File: src/hw/rtl/tlts_pkg.sv
// ----------------------------------------------------------------------------
// tlts_pkg
// Shared types and constants for the timed line table search core.
// ----------------------------------------------------------------------------
package tlts_pkg;

  localparam int DEF_TABLE_DEPTH = 1024;

  localparam int KIND_W   = 2;
  localparam int TS_W     = 32;
  localparam int STATUS_W = 2;
  localparam int ROW_W    = 10;
  localparam int COUNT_W  = 11;

  typedef enum logic [KIND_W-1:0] {
    KIND_APPEND = 2'd0,
    KIND_CLEAR  = 2'd1,
    KIND_LOOKUP = 2'd2,
    KIND_POLL   = 2'd3
  } kind_t;

  typedef enum logic [STATUS_W-1:0] {
    ST_OK    = 2'd0,
    ST_FULL  = 2'd1,
    ST_ORDER = 2'd2
  } status_t;

  // controller to datapath
  typedef struct packed {
    logic take;      // latch the incoming item
    logic append;    // append attempt
    logic clear;     // empty the table
    logic s1_init;   // upper bound search over [0, count)
    logic s1_step;
    logic ub_cap;    // upper bound found
    logic key_rd;    // read row ub-1
    logic key_cap;   // capture key, set up earliest-row search
    logic s2_step;
    logic arow_cap;  // active row found
    logic nxt_rd;    // read row ub
    logic nxt_cap;
    logic post;      // highlight bookkeeping
    logic load_out;  // move result into output register
  } cmd_t;

  // datapath to controller
  typedef struct packed {
    kind_t kind;
    logic  srch_done;
    logic  ub_zero;
    logic  ub_lt_count;
    logic  out_free;
  } sts_t;

endpackage

File: src/hw/rtl/tlts_ctrl.sv
// ----------------------------------------------------------------------------
// tlts_ctrl
// Sequencer for appends, clears and the two binary searches of a lookup or poll.
// ----------------------------------------------------------------------------
module tlts_ctrl (
  input  logic           clk,
  input  logic           rst,
  input  logic           in_valid,
  output logic           in_stall,
  input  tlts_pkg::sts_t sts,
  output tlts_pkg::cmd_t cmd
);
  import tlts_pkg::*;

  typedef enum logic [11:0] {
    S_IDLE     = 12'b000000000001,
    S_DECODE   = 12'b000000000010,
    S_S1_RD    = 12'b000000000100,
    S_S1_CMP   = 12'b000000001000,
    S_KEY_RD   = 12'b000000010000,
    S_KEY_CAP  = 12'b000000100000,
    S_S2_RD    = 12'b000001000000,
    S_S2_CMP   = 12'b000010000000,
    S_NXT_RD   = 12'b000100000000,
    S_NXT_CAP  = 12'b001000000000,
    S_POST     = 12'b010000000000,
    S_FIN      = 12'b100000000000
  } state_t;

  state_t state, state_next;

  always_ff @(posedge clk) begin
    if (rst) begin
      state <= S_IDLE;
    end else begin
      state <= state_next;
    end
  end

  assign in_stall = (state != S_IDLE);

  always_comb begin
    state_next = state;
    cmd        = '0;
    case (state)
      S_IDLE: begin
        if (in_valid) begin
          cmd.take   = 1'b1;
          state_next = S_DECODE;
        end
      end
      S_DECODE: begin
        if (sts.kind inside {KIND_LOOKUP, KIND_POLL}) begin
          cmd.s1_init = 1'b1;
          state_next  = S_S1_RD;
        end else begin
          cmd.append = (sts.kind == KIND_APPEND);
          cmd.clear  = (sts.kind == KIND_CLEAR);
          state_next = S_FIN;
        end
      end
      S_S1_RD: begin
        // read of the middle row is issued here, compared next cycle
        if (sts.srch_done) begin
          cmd.ub_cap = 1'b1;
          state_next = S_KEY_RD;
        end else begin
          state_next = S_S1_CMP;
        end
      end
      S_S1_CMP: begin
        cmd.s1_step = 1'b1;
        state_next  = S_S1_RD;
      end
      S_KEY_RD: begin
        if (sts.ub_zero) begin
          state_next = S_NXT_RD;
        end else begin
          cmd.key_rd = 1'b1;
          state_next = S_KEY_CAP;
        end
      end
      S_KEY_CAP: begin
        cmd.key_cap = 1'b1;
        state_next  = S_S2_RD;
      end
      S_S2_RD: begin
        if (sts.srch_done) begin
          cmd.arow_cap = 1'b1;
          state_next   = S_NXT_RD;
        end else begin
          state_next = S_S2_CMP;
        end
      end
      S_S2_CMP: begin
        cmd.s2_step = 1'b1;
        state_next  = S_S2_RD;
      end
      S_NXT_RD: begin
        if (sts.ub_lt_count) begin
          cmd.nxt_rd = 1'b1;
          state_next = S_NXT_CAP;
        end else begin
          state_next = S_POST;
        end
      end
      S_NXT_CAP: begin
        cmd.nxt_cap = 1'b1;
        state_next  = S_POST;
      end
      S_POST: begin
        cmd.post   = 1'b1;
        state_next = S_FIN;
      end
      S_FIN: begin
        if (sts.out_free) begin
          cmd.load_out = 1'b1;
          state_next   = S_IDLE;
        end
      end
      default: begin
        state_next = S_IDLE;
      end
    endcase
  end

endmodule

File: config.mk
export PLATFORM = sky130hd
export DESIGN_NAME = tlts_ctrl
export DESIGN_NICKNAME = d
export VERILOG_FILES = /design/src/hw/rtl/tlts_pkg.sv /design/src/hw/rtl/tlts_ctrl.sv
export SDC_FILE = /design/constraint.sdc
export NUM_CORES = 1
export LEC_CHECK = 0
export ABC_AREA = 1
export ABC_CLOCK_PERIOD_IN_PS = 1500
export BUFFER_PORTS_ARGS = -buffer_cell sky130_fd_sc_hd__buf_2
export CAP_MARGIN = 40
export CELL_PAD_IN_SITES_DETAIL_PLACEMENT = 1
export CELL_PAD_IN_SITES_GLOBAL_PLACEMENT = 1
export CORE_MARGIN = 5
export CORE_UTILIZATION = 34
export CTS_CLUSTER_DIAMETER = 30
export DETAILED_ROUTE_END_ITERATION = 16
export GPL_TIMING_DRIVEN = 1
export PLACE_DENSITY_LB_ADDON = 0.2
export SYNTH_ARGS = -nofsm -noshare
export SYNTH_HDL_FRONTEND = slang
export SYNTH_SLANG_ARGS = --single-unit
File: constraint.sdc
create_clock -name clk -period 1.5 [get_ports clk]
set_input_delay 0.3 -clock clk [delete_from_list [all_inputs] [get_ports clk]]
set_output_delay 0.3 -clock clk [all_outputs]
set_load 0.05 [all_outputs]
==> results of run 1 <==
-- cells by family after synthesis --
logic type,Yosys count
and+or+nand+nor,78
AOI/OAI and AO/OA,7
DFF,12
buffers and inverters,30
-- cell usage after synthesis --
cell type,number
nor2_2,13
nor3_1,10
nand3_2,2
nand2_2,3
nand2_1,22
inv_1,28
nor2_8,1
nand2_4,2
dfxtp_1,12
nor2_4,3
a31o_2,1
nand3_1,6
o21ai_2,1
o21ai_0,5
nor2_1,16
inv_2,2
-- what timing repair did --
item | in CTS
setup endpoints to repair | 24
setup buffers | 9
pin swaps | 25
gates resized for setup | 78
gates cloned | 0
-- through the flow --
step	cells	util (%)	hold WS (ns)	setup TNS, ns	instance area, um^2
floorplan	127	-	0.3768	-0.2725	885.9
CTS	212	68.54	0.1952	-5.480	1545
global placement	200	53.27	0.4993	-1.358	1201
detailed placement	200	53.27	0.5045	-2.553	1201
==> flow_summary_export.csv, run 1 <==
group,metric,value,unit
logic_synthesis,synth_cell_type_count,16,
logic_synthesis,synthAdderAreaFrac,0,%
global_routing,grt_max_degree,9,
logic_synthesis,synth_top_family_by_area,"simple AND/OR/NAND/NOR gates",
logic_synthesis,yosysSeqAreaShare,29.49,%
floorplan,die_y,58.95,um
floorplan,row_count,17,
global_routing,antenna_found_initial,0,
place,gp_congestion,0.7947,
logic_synthesis,synth_top_area_cell,"dfxtp_1",
logic_synthesis,synth_cells,127,
clock_network,clock-sinks,12,
logic_synthesis,synth_area_leaders,"dfxtp_1 (29%), inv_1 (13%), nand2_1 (10%), nor2_2 (10%), nor2_1 (7.4%)",
outcome,stop_error,"[ERROR DPL-0033] detailed placement checks failed during check placement.",
clock_network,cts-buffers-inserted,3,
clock_network,h-tree-depth,1,
timing,worstEndpointType,"top-level output",
clock_network,ctsHoldBuffers,0,
logic_synthesis,avgSynthCellArea,6.414,um^2
clock_network,cts_root_buf,"clkbuf_4",
floorplan,initial_core_util,36.13,%
logic_synthesis,yosysTopAreaCellShare,29.49,%
place,dp_hpwl,2232,um
outcome,outcome,"did not finish",
clock_network,clock_path_buffers,2,
logic_synthesis,synth_nets,136,
logic_synthesis,ys_warn_count,0,
timing,crit_endpoint,"cmd[7]",
floorplan,die_x,58.95,um
place,preCtsSetupSlack,-0.1745,ns
outcome,haltStage,"global routing (5_1_grt)",
logic_synthesis,ys_ff_latch,12,
logic_synthesis,synth_mux_area_share,0,%
logic_synthesis,yosys.area_share.simple,51.46,%
place,port_buffers,23,
floorplan,ios,24,
logic_synthesis,synth-xor-area-share,0,%
logic_synthesis,synth-compound-area-share,5.223,%
logic_synthesis,syn_area,814.5,um^2
==> run 2: changes to the inputs <==
Settings changed: CELL_PAD_IN_SITES_DETAIL_PLACEMENT 1 to not set, CELL_PAD_IN_SITES_GLOBAL_PLACEMENT 1 to not set, CORE_AREA set to 5 5 66 68, CORE_MARGIN 5 to not set, CORE_UTILIZATION 34 to not set, CTS_CLUSTER_DIAMETER 30 to not set, DIE_AREA set to 0 0 71 73, PLACE_DENSITY_LB_ADDON 0.2 to 0.15.
==> run 2 against run 1 <==
The flow now finishes, with violations (negative setup slack). Synthesized cell count stayed put. Synthesized area is the same.
==> flow_summary_export.csv, run 2 <==
group,metric,value,unit
critical_path,worstPathArrival,1.38,ns
finish,final_common_cell,"buf_4",
place,preCtsSetupSlack,-0.1581,ns
finish,top_regs,"state x12",
logic_synthesis,synth_top_area_cell,"dfxtp_1",
timing,layout_setup_ws,-0.1835,ns
route,routed_wl,2325,um
logic_synthesis,ys_warn_count,0,
logic_synthesis,yosysSeqAreaShare,29.49,%
critical_path,max_stage_delay,0.35,ns
global_routing,antenna_found_initial,0,
place,dp_hpwl,1788,um
floorplan,row_count,23,
hold_path,min-delay-start,"sts[3]",
hold_path,whs_endpoint,"state[3]",
critical_path,crit_type,"flop to output port",
finish,multiInputGateArea,689.4,um^2
power,p_leak,0.7177,nW
finish,largest_register_ffs,12,
route,drtAntennaViolNets,0,
logic_synthesis,synth_area_leaders,"dfxtp_1 (29%), inv_1 (13%), nand2_1 (10%), nor2_2 (10%), nor2_1 (7.4%)",
logic_synthesis,synth_edf_count,0,
global_routing,grt_pass1_wl,4133,um
power,vdd_drop_max,0.0002974,V
floorplan,dieArea,5183,um^2
hold_path,min_path_type,"input port to flop",
logic_synthesis,avgSynthCellArea,6.414,um^2
finish,largest_register,"state",
logic_synthesis,syn_area,814.5,um^2
route,via_per_inst,4.096,
logic_synthesis,synth_top_flop_cell,"dfxtp_1",
timing,timing.slew.headroom,85.12,%
route,drt-pass1-iter-count,2,
logic_synthesis,ys_async_sr_fraction,0,%
clock_network,cts-buffers-inserted,3,
critical_path,timing.critical_path.mode_cell,"nor2_4",
critical_path,crit_path_start_kind,"flop",
route,routedWlPerCell,10.11,um
logic_synthesis,synth_nets,136,
clock_network,cts.clk_slew.worst_paths,0.05,ns
outcome,outcome,"finished, violations left",
finish,nets,191,
floorplan,die_x,71,um
flow_run,max_cap_viol_count,0,
hold_path,worstHoldPathCells,2,
floorplan,fp.coreArea,3799,um^2
timing,fmax,0.5940,GHz
critical_path,rrSetupSlack,-0.13,ns
finish,ff_latch_area,257.7,um^2
critical_path,r2r_cells,12,
clock_network,h-tree-depth,1,
timing,hold_violations,0,
floorplan,die_y,73,um
timing,period_needed,1.684,ns
finish,drive_above_1_share,73.89,%
timing,finalSetupViolCount,24,
finish,layout_common_cells,"buf_4 (23), inv_1 (20), nor2_4 (16)",
finish,syn_to_final_growth,98.00,%
timing,rsz0062_at_grt,"true",
critical_path,cp-end-kind,"output port",
floorplan,ios,24,
finish,instances_no_fill,230,
critical_path,crit_fanout,5,
outcome,violations,"negative setup slack",
critical_path,reg2reg_from,"state[3]",
route,drtIter0Drc,21,
global_routing,grt_pass1_vias,1011,
clock_network,cts_tree,"done",
critical_path,crit_chain,"nor2_4 -> nand2_4 -> nor2_4 -> nand2_2 -> nor2_4 -> buf_8",
timing,fin_skew,0.001536,ns
logic_synthesis,synth_cell_type_count,16,
global_routing,grt_use_total,9.968,%
logic_synthesis,yosysTopAreaCellShare,29.49,%
timing,slew_violations,0,
logic_synthesis,synth_cells,127,
logic_synthesis,ys_ff_latch,12,
route,vias,942,
critical_path,required,1.20,ns
critical_path,slowest_stage,"dfxtp_2",
global_routing,grt_max_degree,9,
finish,final_util,42.46,%
critical_path,timing.rr.end,"state[0]",
place,port_buffers,23,
finish,antennaDiodeCount,0,
timing,period_share,112.2,%
place,dp.cells,219,
timing,worstMarginPinSlew,0.2209,ns
floorplan,initial_core_util,21.44,%
place,gp_congestion,0.8299,
clock_network,clock_path_buffers,2,
clock_network,clock-sinks,12,
route,drc,0,
clock_network,clk_latency,0.24,ns
global_routing,overflow,0,
logic_synthesis,yosysMostFrequentCell,"inv_1",
finish,fill_cells,403,
logic_synthesis,synth_common_cells,"inv_1 (28), nand2_1 (22), nor2_1 (16), nor2_2 (13), dfxtp_1 (12)",
clock_network,cts_root_buf,"clkbuf_8",
power,p_per_area,692.0,nW/um^2
timing,fin_hold_ws,0.2420,ns
==> run 2: cell counts after synthesis <==
No cell type changed its count.
==> run 2: kinds of logic after synthesis <==
kind of cell	count (synthesis)	synth area share [%]
flip-flops	12	29.49
AND/OR/NAND/NOR	78	51.46
buffers and inverters	30	13.83
AO/OA/AOI/OAI	7	5.223
==> run 2: power breakdown <==
part	switching, mW	total (mW)	internal, mW
clock network	0.113	0.289	0.177
registers	0.0207	0.357	0.336
logic	0.287	0.470	0.183
==> run 2: how the worst max path moves through the flow <==
stage	startpoint	cells after the start	endpoint	slack, ns
detailed placement	state[2]	6	cmd[11]	-0.16
floorplan	state[8]	5	cmd[5]	-0.20
global route	state[7]	7	cmd[13]	-0.24
CTS	state[10]	6	cmd[5]	-0.19
finish	state[3]	6	cmd[4]	-0.18
global placement	state[2]	6	cmd[11]	-0.13
==> run 2: area by class of cell <==
cell class	count	share of cell area, %
sequential	12	15.98
tap	50	3.879
inverter	30	6.982
clock buffer	3	2.560
multi-input combinational	85	42.75
timing repair buffer	50	27.85
==> run 2: stage by stage <==
step,TNS (ns),total power [mW],cell area [um^2]
6_report,-3.045,1.116,1613
5_1_grt,-4.817,1.177,1613
4_1_cts,-3.151,1.115,1556
3_5_place_dp,-1.103,0.6949,1206
3_3_place_gp,-1.237,0.6933,1206
2_1_floorplan,-0.2725,0.5997,885.9
==> run 2: metal layers <==
| metal | vias up | global-route usage (%) | routed length (um) |
|---|---|---|---|
| li1 | 489 | - | - |
| met1 | 434 | 10.12 | 893 |
| met2 | 15 | 19.36 | 1307 |
| met3 | 4 | 3.030 | 98 |
| met4 | 0 | 3.132 | 25 |
| met5 | - | 0 | 0 |
==> run 2: worst max-delay path: cells and delay by family (launching register included) <==
| kind | cells | cell delay, ns |
|---|---|---|
| and+or+nand+nor | 5 | 0.63 |
| buffers and inverters | 1 | 0.15 |
| DFF | 1 | 0.35 |
==> run 2: repair_timing <==
item,CTS,global route
setup buffers,9,1
hold buffers,0,0
setup endpoints to repair,23,24
gates cloned,0,0
pin swaps,23,12
hold endpoints to repair,0,0
gates resized for setup,82,15
Note: power is estimated with default switching activity, not from simulation.
